[config.mk]
export PLATFORM = sky130hd
export DESIGN_NAME = layer_stream_decryptor
export DESIGN_NICKNAME = d
export VERILOG_FILES = /design/src/hw/rtl/lsd_pkg.sv /design/src/hw/rtl/layer_stream_decryptor.sv /design/src/hw/rtl/lsd_front.sv /design/src/hw/rtl/lsd_queue.sv /design/src/hw/rtl/lsd_back.sv
export VERILOG_INCLUDE_DIRS = /design/src /design/src/hw/rtl
export SDC_FILE = /design/constraint.sdc
export NUM_CORES = 2
export LEC_CHECK = 0
export BUFFER_PORTS_ARGS = -buffer_cell sky130_fd_sc_hd__buf_4
export CORE_MARGIN = 8
export CORE_UTILIZATION = 48
export DETAILED_ROUTE_END_ITERATION = 8
export PLACE_DENSITY = 0.66
export REMOVE_ABC_BUFFERS = 1
export SETUP_SLACK_MARGIN = 0.1
export SYNTH_ARGS = -nofsm -noshare
export SYNTH_HDL_FRONTEND = slang
export SYNTH_SLANG_ARGS = --single-unit
[constraint.sdc]
create_clock -name clk -period 16.38 [get_ports clk]
set_clock_uncertainty 0.05 [all_clocks]
set_input_delay 3.276 -clock clk [delete_from_list [all_inputs] [get_ports clk]]
set_output_delay 3.276 -clock clk [all_outputs]
set_load 0.02 [all_outputs]
[src/hw/rtl/layer_stream_decryptor_assert.svh]
// Assertion macros used by the lsd_back module.
`ifndef LAYER_STREAM_DECRYPTOR_ASSERT_SVH
`define LAYER_STREAM_DECRYPTOR_ASSERT_SVH

// Same-cycle implication, disabled during reset.
`define LSD_ASSERT_NOW(lbl, ck, rn, ante, cons) \
    lbl: assert property (@(posedge ck) disable iff (!rn) (ante) |-> (cons)) \
        else $error("layer_stream_decryptor assertion failed");

// Next-cycle implication, disabled during reset.
`define LSD_ASSERT_NEXT(lbl, ck, rn, ante, cons) \
    lbl: assert property (@(posedge ck) disable iff (!rn) (ante) |=> (cons)) \
        else $error("layer_stream_decryptor assertion failed");

`endif

[src/hw/rtl/lsd_pkg.sv]
package lsd_pkg;

    // Permutation table geometry.
    localparam int TABLE_ENTRIES = 256;
    localparam int IDX_W         = $clog2(TABLE_ENTRIES);

    // Entries checked on an RC4-mode begin, and the marker value that makes a table invalid when both hold it.
    localparam logic [IDX_W-1:0] CHECK_LO_IDX = IDX_W'(TABLE_ENTRIES - 2);
    localparam logic [IDX_W-1:0] CHECK_HI_IDX = IDX_W'(TABLE_ENTRIES - 1);
    localparam logic [7:0]       BAD_MARK     = 8'hff;

    // Command codes on the input stream.
    localparam logic [1:0] CMD_WRITE = 2'd0;
    localparam logic [1:0] CMD_BEGIN = 2'd1;
    localparam logic [1:0] CMD_DATA  = 2'd2;

    // Configuration register indexes.
    localparam logic REG_MODE = 1'b0;
    localparam logic REG_SEED = 1'b1;

    // Mode values.
    localparam logic MODE_CHAIN = 1'b0;
    localparam logic MODE_RC4   = 1'b1;

    // Command queue between the front and back ends.
    localparam int QUEUE_DEPTH = 4;
    localparam int QPTR_W      = $clog2(QUEUE_DEPTH);

    // Operations after classification by the front end.
    typedef enum logic [2:0] {
        OP_WRITE,
        OP_BEGIN_CHAIN,
        OP_BEGIN_RC4,
        OP_DATA_CHAIN,
        OP_DATA_RC4
    } op_t;

    // One queued operation.
    typedef struct packed {
        op_t              op;
        logic [IDX_W-1:0] entry_index;
        logic [7:0]       entry_value;
        logic [31:0]      data_word;
        logic             final_req;
    } queue_item_t;

endpackage

[src/hw/rtl/layer_stream_decryptor.sv]
// Chain-mode data passes the front-end holding register, the queue and the output register;
// RC4-mode data also passes back-end states ST_RD_J, ST_SWAP and ST_DONE before the output register.
// One table write per cycle, and one chain word per cycle while the output is free; an RC4 byte holds
// the back end through the read, swap and keystream accesses of the one-write, one-read table memory.
// A begin in RC4 mode occupies the back end through ST_BG_HI and ST_BG_CHK (two table reads).
// Reset (rst_n, asynchronous, active low) clears indexes, chain word, lock and queue.
module layer_stream_decryptor
    import lsd_pkg::*;
(
    input  logic        clk,
    input  logic        rst_n,
    input  logic        cfg_we,
    input  logic [0:0]  cfg_index,
    input  logic [31:0] cfg_wdata,
    input  logic        s_tvalid,
    output logic        s_tready,
    input  logic [47:0] s_tdata,   // entry_index[7:0], entry_value[15:8], data_word[47:16]
    input  logic [1:0]  s_tuser,   // command[1:0]
    input  logic        s_tlast,   // final_req
    output logic        m_tvalid,
    input  logic        m_tready,
    output logic [31:0] m_tdata,   // out_data[31:0]
    output logic [0:0]  m_tuser,   // rejected[0]
    output logic        m_tlast    // last_out
);

    logic        mode_reg;
    logic [31:0] chain_seed_reg;

    logic        push_valid;
    logic        push_ready;
    queue_item_t push_item;
    logic        pop_valid;
    logic        pop;
    queue_item_t pop_item;

    // Configuration registers.
    always_ff @(posedge clk or negedge rst_n)
    begin
        if (!rst_n)
        begin
            mode_reg       <= MODE_CHAIN;
            chain_seed_reg <= '0;
        end
        else if (cfg_we)
        begin
            case (cfg_index[0])
                REG_MODE: mode_reg       <= cfg_wdata[0];
                REG_SEED: chain_seed_reg <= cfg_wdata;
                default:  mode_reg       <= mode_reg;
            endcase
        end
    end

    // Front end: accept and classify transactions.
    lsd_front u_front (
        .clk        (clk),
        .rst_n      (rst_n),
        .mode       (mode_reg),
        .s_tvalid   (s_tvalid),
        .s_tready   (s_tready),
        .s_tdata    (s_tdata),
        .s_tuser    (s_tuser),
        .s_tlast    (s_tlast),
        .push_valid (push_valid),
        .push_ready (push_ready),
        .push_item  (push_item)
    );

    // Operation queue between the two ends.
    lsd_queue u_queue (
        .clk        (clk),
        .rst_n      (rst_n),
        .push_valid (push_valid),
        .push_ready (push_ready),
        .push_item  (push_item),
        .pop_valid  (pop_valid),
        .pop        (pop),
        .pop_item   (pop_item)
    );

    // Back end: table, keystream and chain execution.
    lsd_back u_back (
        .clk        (clk),
        .rst_n      (rst_n),
        .chain_seed (chain_seed_reg),
        .q_valid    (pop_valid),
        .q_pop      (pop),
        .q_item     (pop_item),
        .m_tvalid   (m_tvalid),
        .m_tready   (m_tready),
        .m_tdata    (m_tdata),
        .m_tuser    (m_tuser),
        .m_tlast    (m_tlast)
    );

endmodule

[src/hw/rtl/lsd_front.sv]
module lsd_front
    import lsd_pkg::*;
(
    input  logic        clk,
    input  logic        rst_n,
    input  logic        mode,
    input  logic        s_tvalid,
    output logic        s_tready,
    input  logic [47:0] s_tdata,   // entry_index[7:0], entry_value[15:8], data_word[47:16]
    input  logic [1:0]  s_tuser,   // command[1:0]
    input  logic        s_tlast,
    output logic        push_valid,
    input  logic        push_ready,
    output queue_item_t push_item
);

    logic        hold_valid_reg;
    logic        hold_valid_next;
    queue_item_t hold_item_reg;
    queue_item_t cls_item;
    logic        cmd_known;
    logic        accept;

    // The holding register frees up whenever its content moves into the queue.
    assign s_tready   = !hold_valid_reg || push_ready;
    assign accept     = s_tvalid && s_tready;
    assign push_valid = hold_valid_reg;
    assign push_item  = hold_item_reg;

    // Classify the incoming transaction by command and current mode.
    always_comb
    begin
        cmd_known             = s_tuser inside {CMD_WRITE, CMD_BEGIN, CMD_DATA};
        cls_item.entry_index  = s_tdata[7:0];
        cls_item.entry_value  = s_tdata[15:8];
        cls_item.data_word    = s_tdata[47:16];
        cls_item.final_req    = s_tlast;
        case (s_tuser)
            CMD_WRITE: cls_item.op = OP_WRITE;
            CMD_BEGIN: cls_item.op = (mode == MODE_RC4) ? OP_BEGIN_RC4 : OP_BEGIN_CHAIN;
            CMD_DATA:  cls_item.op = (mode == MODE_RC4) ? OP_DATA_RC4 : OP_DATA_CHAIN;
            default:   cls_item.op = OP_WRITE;
        endcase
    end

    // Unused command codes are accepted and dropped here.
    always_comb
    begin
        hold_valid_next = hold_valid_reg;
        if (accept)
        begin
            hold_valid_next = cmd_known;
        end
        else if (hold_valid_reg && push_ready)
        begin
            hold_valid_next = 1'b0;
        end
    end

    always_ff @(posedge clk or negedge rst_n)
    begin
        if (!rst_n)
        begin
            hold_valid_reg <= 1'b0;
        end
        else
        begin
            hold_valid_reg <= hold_valid_next;
        end
    end

    // Payload register, no reset needed.
    always_ff @(posedge clk)
    begin
        if (accept)
        begin
            hold_item_reg <= cls_item;
        end
    end

endmodule

[src/hw/rtl/lsd_queue.sv]
module lsd_queue
    import lsd_pkg::*;
(
    input  logic        clk,
    input  logic        rst_n,
    input  logic        push_valid,
    output logic        push_ready,
    input  queue_item_t push_item,
    output logic        pop_valid,
    input  logic        pop,
    output queue_item_t pop_item
);

    queue_item_t         slot_reg [QUEUE_DEPTH];
    logic [QPTR_W-1:0]   wr_ptr_reg;
    logic [QPTR_W-1:0]   wr_ptr_next;
    logic [QPTR_W-1:0]   rd_ptr_reg;
    logic [QPTR_W-1:0]   rd_ptr_next;
    logic [QPTR_W:0]     count_reg;
    logic [QPTR_W:0]     count_next;
    logic                do_push;
    logic                do_pop;

    assign push_ready = (count_reg != (QPTR_W+1)'(QUEUE_DEPTH));
    assign pop_valid  = (count_reg != '0);
    assign pop_item   = slot_reg[rd_ptr_reg];
    assign do_push    = push_valid && push_ready;
    assign do_pop     = pop && pop_valid;

    // Pointer and fill count update.
    always_comb
    begin
        wr_ptr_next = do_push ? wr_ptr_reg + QPTR_W'(1) : wr_ptr_reg;
        rd_ptr_next = do_pop ? rd_ptr_reg + QPTR_W'(1) : rd_ptr_reg;
        count_next  = count_reg;
        if (do_push && !do_pop)
        begin
            count_next = count_reg + (QPTR_W+1)'(1);
        end
        else if (do_pop && !do_push)
        begin
            count_next = count_reg - (QPTR_W+1)'(1);
        end
    end

    always_ff @(posedge clk or negedge rst_n)
    begin
        if (!rst_n)
        begin
            wr_ptr_reg <= '0;
            rd_ptr_reg <= '0;
            count_reg  <= '0;
        end
        else
        begin
            wr_ptr_reg <= wr_ptr_next;
            rd_ptr_reg <= rd_ptr_next;
            count_reg  <= count_next;
        end
    end

    // Queue storage.
    always_ff @(posedge clk)
    begin
        if (do_push)
        begin
            slot_reg[wr_ptr_reg] <= push_item;
        end
    end

endmodule

[src/hw/rtl/lsd_back.sv]
`include "layer_stream_decryptor_assert.svh"

module lsd_back
    import lsd_pkg::*;
(
    input  logic        clk,
    input  logic        rst_n,
    input  logic [31:0] chain_seed,
    input  logic        q_valid,
    output logic        q_pop,
    input  queue_item_t q_item,
    output logic        m_tvalid,
    input  logic        m_tready,
    output logic [31:0] m_tdata,   // out_data[31:0]
    output logic [0:0]  m_tuser,   // rejected[0]
    output logic        m_tlast
);

    typedef enum logic [2:0] {
        ST_IDLE,
        ST_RD_J,
        ST_SWAP,
        ST_DONE,
        ST_BG_HI,
        ST_BG_CHK
    } state_t;

    state_t           state_reg, state_next;
    logic [IDX_W-1:0] i_reg, i_next;
    logic [IDX_W-1:0] j_reg, j_next;
    logic [31:0]      prev_reg, prev_next;
    logic             locked_reg, locked_next;
    logic             bad_lo_reg, bad_lo_next;
    logic [7:0]       a_reg, a_next;
    logic [7:0]       b_reg, b_next;
    logic [IDX_W-1:0] t_reg, t_next;
    logic [7:0]       cipher_reg, cipher_next;
    logic             fin_reg, fin_next;
    logic             m_tvalid_reg, m_tvalid_next;
    logic [31:0]      out_data_reg, out_data_next;
    logic             out_rej_reg, out_rej_next;
    logic             out_last_reg, out_last_next;

    logic [7:0]       perm_mem [TABLE_ENTRIES];
    logic [7:0]       rd_data_reg;
    logic             mem_we;
    logic [IDX_W-1:0] mem_waddr;
    logic [7:0]       mem_wdata;
    logic [IDX_W-1:0] mem_raddr;

    logic             out_free;
    logic [7:0]       key_byte;

    assign out_free = !m_tvalid_reg || m_tready;
    assign m_tvalid = m_tvalid_reg;
    assign m_tdata  = out_data_reg;
    assign m_tuser  = out_rej_reg;
    assign m_tlast  = out_last_reg;

    // Keystream byte: forward the swapped entries over the stored copy.
    always_comb
    begin
        if (t_reg == j_reg)
        begin
            key_byte = a_reg;
        end
        else if (t_reg == i_reg)
        begin
            key_byte = b_reg;
        end
        else
        begin
            key_byte = rd_data_reg;
        end
    end

    // Sequencer for the queued operations.
    always_comb
    begin
        state_next    = state_reg;
        i_next        = i_reg;
        j_next        = j_reg;
        prev_next     = prev_reg;
        locked_next   = locked_reg;
        bad_lo_next   = bad_lo_reg;
        a_next        = a_reg;
        b_next        = b_reg;
        t_next        = t_reg;
        cipher_next   = cipher_reg;
        fin_next      = fin_reg;
        m_tvalid_next = m_tvalid_reg && !m_tready;
        out_data_next = out_data_reg;
        out_rej_next  = out_rej_reg;
        out_last_next = out_last_reg;
        q_pop         = 1'b0;
        mem_we        = 1'b0;
        mem_waddr     = q_item.entry_index;
        mem_wdata     = q_item.entry_value;
        mem_raddr     = i_reg;

        case (state_reg)
            ST_IDLE:
            begin
                if (q_valid)
                begin
                    case (q_item.op)
                        OP_WRITE:
                        begin
                            q_pop  = 1'b1;
                            mem_we = 1'b1;
                        end
                        OP_BEGIN_CHAIN:
                        begin
                            q_pop     = 1'b1;
                            i_next    = '0;
                            j_next    = '0;
                            prev_next = chain_seed;
                        end
                        OP_BEGIN_RC4:
                        begin
                            q_pop      = 1'b1;
                            i_next     = '0;
                            j_next     = '0;
                            prev_next  = chain_seed;
                            mem_raddr  = CHECK_LO_IDX;
                            state_next = ST_BG_HI;
                        end
                        OP_DATA_CHAIN, OP_DATA_RC4:
                        begin
                            if (locked_reg)
                            begin
                                if (out_free)
                                begin
                                    q_pop         = 1'b1;
                                    m_tvalid_next = 1'b1;
                                    out_data_next = '0;
                                    out_rej_next  = 1'b1;
                                    out_last_next = q_item.final_req;
                                end
                            end
                            else if (q_item.op == OP_DATA_CHAIN)
                            begin
                                if (out_free)
                                begin
                                    q_pop         = 1'b1;
                                    prev_next     = q_item.data_word ^ prev_reg;
                                    m_tvalid_next = 1'b1;
                                    out_data_next = q_item.data_word ^ prev_reg;
                                    out_rej_next  = 1'b0;
                                    out_last_next = q_item.final_req;
                                end
                            end
                            else
                            begin
                                q_pop       = 1'b1;
                                i_next      = i_reg + IDX_W'(1);
                                mem_raddr   = i_reg + IDX_W'(1);
                                cipher_next = q_item.data_word[7:0];
                                fin_next    = q_item.final_req;
                                state_next  = ST_RD_J;
                            end
                        end
                        default:
                        begin
                            q_pop = 1'b1;
                        end
                    endcase
                end
            end
            ST_RD_J:
            begin
                // S[i] is in the read register; step j and fetch S[j].
                a_next     = rd_data_reg;
                j_next     = j_reg + rd_data_reg;
                mem_raddr  = j_reg + rd_data_reg;
                state_next = ST_SWAP;
            end
            ST_SWAP:
            begin
                // Write S[i] = S[j] and fetch the keystream entry.
                b_next     = rd_data_reg;
                mem_we     = 1'b1;
                mem_waddr  = i_reg;
                mem_wdata  = rd_data_reg;
                t_next     = a_reg + rd_data_reg;
                mem_raddr  = a_reg + rd_data_reg;
                state_next = ST_DONE;
            end
            ST_DONE:
            begin
                // Complete the swap and deliver the plaintext byte.
                mem_we    = 1'b1;
                mem_waddr = j_reg;
                mem_wdata = a_reg;
                mem_raddr = t_reg;
                if (out_free)
                begin
                    m_tvalid_next = 1'b1;
                    out_data_next = {24'd0, cipher_reg ^ key_byte};
                    out_rej_next  = 1'b0;
                    out_last_next = fin_reg;
                    state_next    = ST_IDLE;
                end
            end
            ST_BG_HI:
            begin
                bad_lo_next = (rd_data_reg == BAD_MARK);
                mem_raddr   = CHECK_HI_IDX;
                state_next  = ST_BG_CHK;
            end
            ST_BG_CHK:
            begin
                if (bad_lo_reg && (rd_data_reg == BAD_MARK))
                begin
                    locked_next = 1'b1;
                end
                state_next = ST_IDLE;
            end
            default:
            begin
                state_next = ST_IDLE;
            end
        endcase
    end

    // State, control and registered outputs.
    always_ff @(posedge clk or negedge rst_n)
    begin
        if (!rst_n)
        begin
            state_reg    <= ST_IDLE;
            i_reg        <= '0;
            j_reg        <= '0;
            prev_reg     <= '0;
            locked_reg   <= 1'b0;
            m_tvalid_reg <= 1'b0;
        end
        else
        begin
            state_reg    <= state_next;
            i_reg        <= i_next;
            j_reg        <= j_next;
            prev_reg     <= prev_next;
            locked_reg   <= locked_next;
            m_tvalid_reg <= m_tvalid_next;
        end
    end

    // Working and result payload registers.
    always_ff @(posedge clk)
    begin
        bad_lo_reg   <= bad_lo_next;
        a_reg        <= a_next;
        b_reg        <= b_next;
        t_reg        <= t_next;
        cipher_reg   <= cipher_next;
        fin_reg      <= fin_next;
        out_data_reg <= out_data_next;
        out_rej_reg  <= out_rej_next;
        out_last_reg <= out_last_next;
    end

    // Permutation memory: one write port, one registered read port.
    always_ff @(posedge clk)
    begin
        if (mem_we)
        begin
            perm_mem[mem_waddr] <= mem_wdata;
        end
        rd_data_reg <= perm_mem[mem_raddr];
    end

    `LSD_ASSERT_NEXT(a_lock_sticky, clk, rst_n, locked_reg, locked_reg)
    `LSD_ASSERT_NOW(a_pop_idle, clk, rst_n, q_pop, state_reg == ST_IDLE)
    `LSD_ASSERT_NOW(a_rej_zero, clk, rst_n, m_tvalid_reg && out_rej_reg, out_data_reg == '0)
    `LSD_ASSERT_NEXT(a_swap_order, clk, rst_n, state_reg == ST_RD_J, state_reg == ST_SWAP)

endmodule
==> metrics.md <==
| Metric | Value |
|---|---|
| Status | completed |
| Yosys synthesis warning count | 0 |
| Clock latency on the worst-skew pair | 0.92 ns |
| Yosys cell types | 87 |
| CP Launch Type | flop |
| CTS Buf Count | 237 |
| Post-CTS setup buffers | 0 |
| Initial antenna violation count | 13 |
| Synth Register Bits | 2478 |
| Area share of the largest cell type after synthesis | 71.2% |
| Slew HR | 6.38% |
| Clock Tree Root | clkbuf_16 |
| Actual slew at the worst max-slew pin | 1.40 ns |
| Final min period | 7.67 ns |
| Grt ovf | 0 |
| Mean post-synth cell area | 14.2 um2 |
| Mapped Area | 100000 um2 |
| PortBufs | 124 |
| Via Count | 61300 |
| Hold buffers post-CTS | 0 |
| Async SR Flop Fraction | 3.79% |
| Synth Flop Type | edfxtp_1 |
| Worst Hold Slack | 0.440 ns |
| Cells after synthesis | 7042 |
| Post-cts resize count | 0 |
| Reg2reg start | u_queue.rd_ptr_reg[1] |
| Layout cells sized above 1 | 10.5% |
| Gp weighted congestion | 0.885 |
| Remaining DRCs | 0 |
| Fin nets | 7200 |
| FF-to-FF setup slack | 8.71 ns |
| Crit Path Max Fanout | 110 |
| Worst path required time | 17.06 ns |
| Die area | 224000 um2 |
| Register area share after synthesis | 73.7% |
| Std-Cell Rows | 167 |
| Reg2Reg Depth | 14 |
| Hold Path Stages | 0 |
| Yosys top cell by area | edfxtp_1 |
| CTS tree | built |
| Hold crit path type | flop to flop |
| Drt first pass iters | 6 |
| Max-slew violations | 0 |
| Max Cap Violations | 0 |
| Arrival @ worst endpoint | 8.35 ns |
| Most frequent cells in the layout | edfxtp_1 (2376), nand2_1 (1307), nand3_1 (510), mux2i_1 (421), nor2_1 (395) |
| Largest register FFs | 2048 |
| Main area contributors after synthesis | edfxtp_1 (71%), nand2_1 (4.9%), mux2i_1 (4.2%) |
| Htree depth | 4 |
| Clk buf depth | 3 |
| Vias per cell | 6.08 |
| RSZ-0062 raised after global routing | false |
| Most common cell after layout, fill and taps aside | edfxtp_1 |
| Violation count after the first detailed-route iteration | 8379 |
| Hold path startpoint | u_front.push_item[39] |
| Clock sinks | 2478 |
| Final hold violation count | 0 |
| HPWL reported at the end of detailed placement | 160000 um |
| GRT Util Overall | 23.5% |
| I/O pin count | 125 |
| Clk slew on worst S/H paths | 0.06 ns |
| Max Clock Freq | 0.130 GHz |
| Endpoint type of the worst setup path | flop |
| Height of the die | 473 um |
| R2r endpoint | u_back.rd_data_reg[0] |
| CP startpoint | u_queue.rd_ptr_reg[1] |
| Post-Route WL | 272000 um |
| Layout area overhead | 11.5% |
| Post-synth EDFFs | 2376 |
| Critical path class | flop to flop |
| Core area | 207000 um2 |
| Hold Crit Endpoint | u_queue.slot_reg[0][39] |
| Initial core utilization | 48.4% |
| Pin count of the biggest net entering global routing | 256 |
| Layout fillers | 16600 |
| Post-route ant nets | 0 |
| Die span in x | 473 um |
| DR WL/cell | 27.0 um |
| # setup viols final | 0 |
| Vias in the first global route | 59000 |
| First-pass GRT wire length | 398000 um |
| Tcrit/Tclk final | 46.8% |
-- worst max-delay path, cell delays in order, from the launching register on --
cell	delay, ns
dfrtp_2	0.34
buf_4	0.68
mux4_2	0.63
or4b_1	0.61
o2111ai_2	0.29
a211o_4	0.64
buf_12	0.45
buf_4	0.82
buf_4	0.70
mux2i_1	0.26
o22a_1	0.16
nand3_1	0.20
a32oi_1	0.79
and4bb_1	0.44
nand4_1	0.18
-- how the worst max path moves through the flow --
stage | to | slack, ns
6_report | u_back.rd_data_reg[0] | 8.71
5_1_grt | u_back.rd_data_reg[0] | 8.46
4_1_cts | u_back.rd_data_reg[0] | 8.74
3_5_place_dp | u_back.rd_data_reg[0] | 8.77
3_3_place_gp | u_back.rd_data_reg[0] | 8.82
2_1_floorplan | u_back.rd_data_reg[5] | -25.72
-- Yosys cell counts, types with 9 or more instances --
cell and instances:
a2111oi_0 39, a211oi_1 36, a21oi_1 199, a22oi_1 12, a311oi_1 47, a31oi_1 159
a32o_1 15, a32oi_1 15, and2_1 12, and3_1 106, buf_1 49, buf_2 172
buf_4 29, buf_6 19, clkbuf_1 184, dfrtp_1 94, edfxtp_1 2376, ha_1 23
inv_1 31, mux2_2 44, mux2i_1 421, mux4_2 53, nand2_1 1310, nand2b_1 9
nand3_1 510, nand4_1 44, nor2_1 397, nor2b_1 9, nor3_1 19, nor3b_1 34
nor4_1 39, o211ai_1 12, o21a_1 14, o21ai_0 121, o21ai_1 9, o22ai_1 124
o31ai_1 17, or3_1 14, xnor2_1 49, xor2_1 25
-- per-stage QoR --
step	util [%]	TNS, ns	worst slack (ns)	instances	area (um2)
after floorplan	-	-198.35	-25.72	6589	98100
after global placement	50.1	0	8.82	9634	104000
after detailed placement	50.1	0	8.77	9634	104000
after CTS	53.9	0	8.74	10100	112000
after global routing	53.9	0	8.46	10100	112000
final	53.9	0	8.71	10100	112000
-- routing by layer --
layer	vias up	part of all wire, %	wire length, um	GRT usage (%)
li1	26700	-	-	-
met1	30800	40	109000	33.4
met2	3210	46	124000	36.2
met3	558	9.9	26800	4.39
met4	4	4.3	11800	9.52
met5	-	0.0099	27	0
-- final cells by class --
type	count	area, um2	area share, %
flip-flops and latches	2478	73900	66.1
multi-input cells	4080	24400	21.8
clock buffers	301	6380	5.71
well taps	2788	3490	3.12
repair buffers	257	2050	1.84
clock inverters	138	1470	1.31
inverters	31	116	0.104
diodes	3	7.51	0.00672
-- kinds of logic (layout without fill, tap and decap cells) --
family | count (synthesis) | after routing | synth area share [%]
simple gates | 2540 | 2540 | 11.1
fa+ha+maj | 26 | 26 | 0.347
mux | 518 | 518 | 5.89
xor+xnor | 74 | 74 | 0.647
other cells | 0 | 3 | 0
buf+inv | 484 | 727 | 2.28
flops | 2478 | 2478 | 73.7
compound gates | 922 | 922 | 6.08
Power is left out: the tool's default activity adds up to more than one toggle a clock period on the data nets, which glitch-free logic cannot reach.
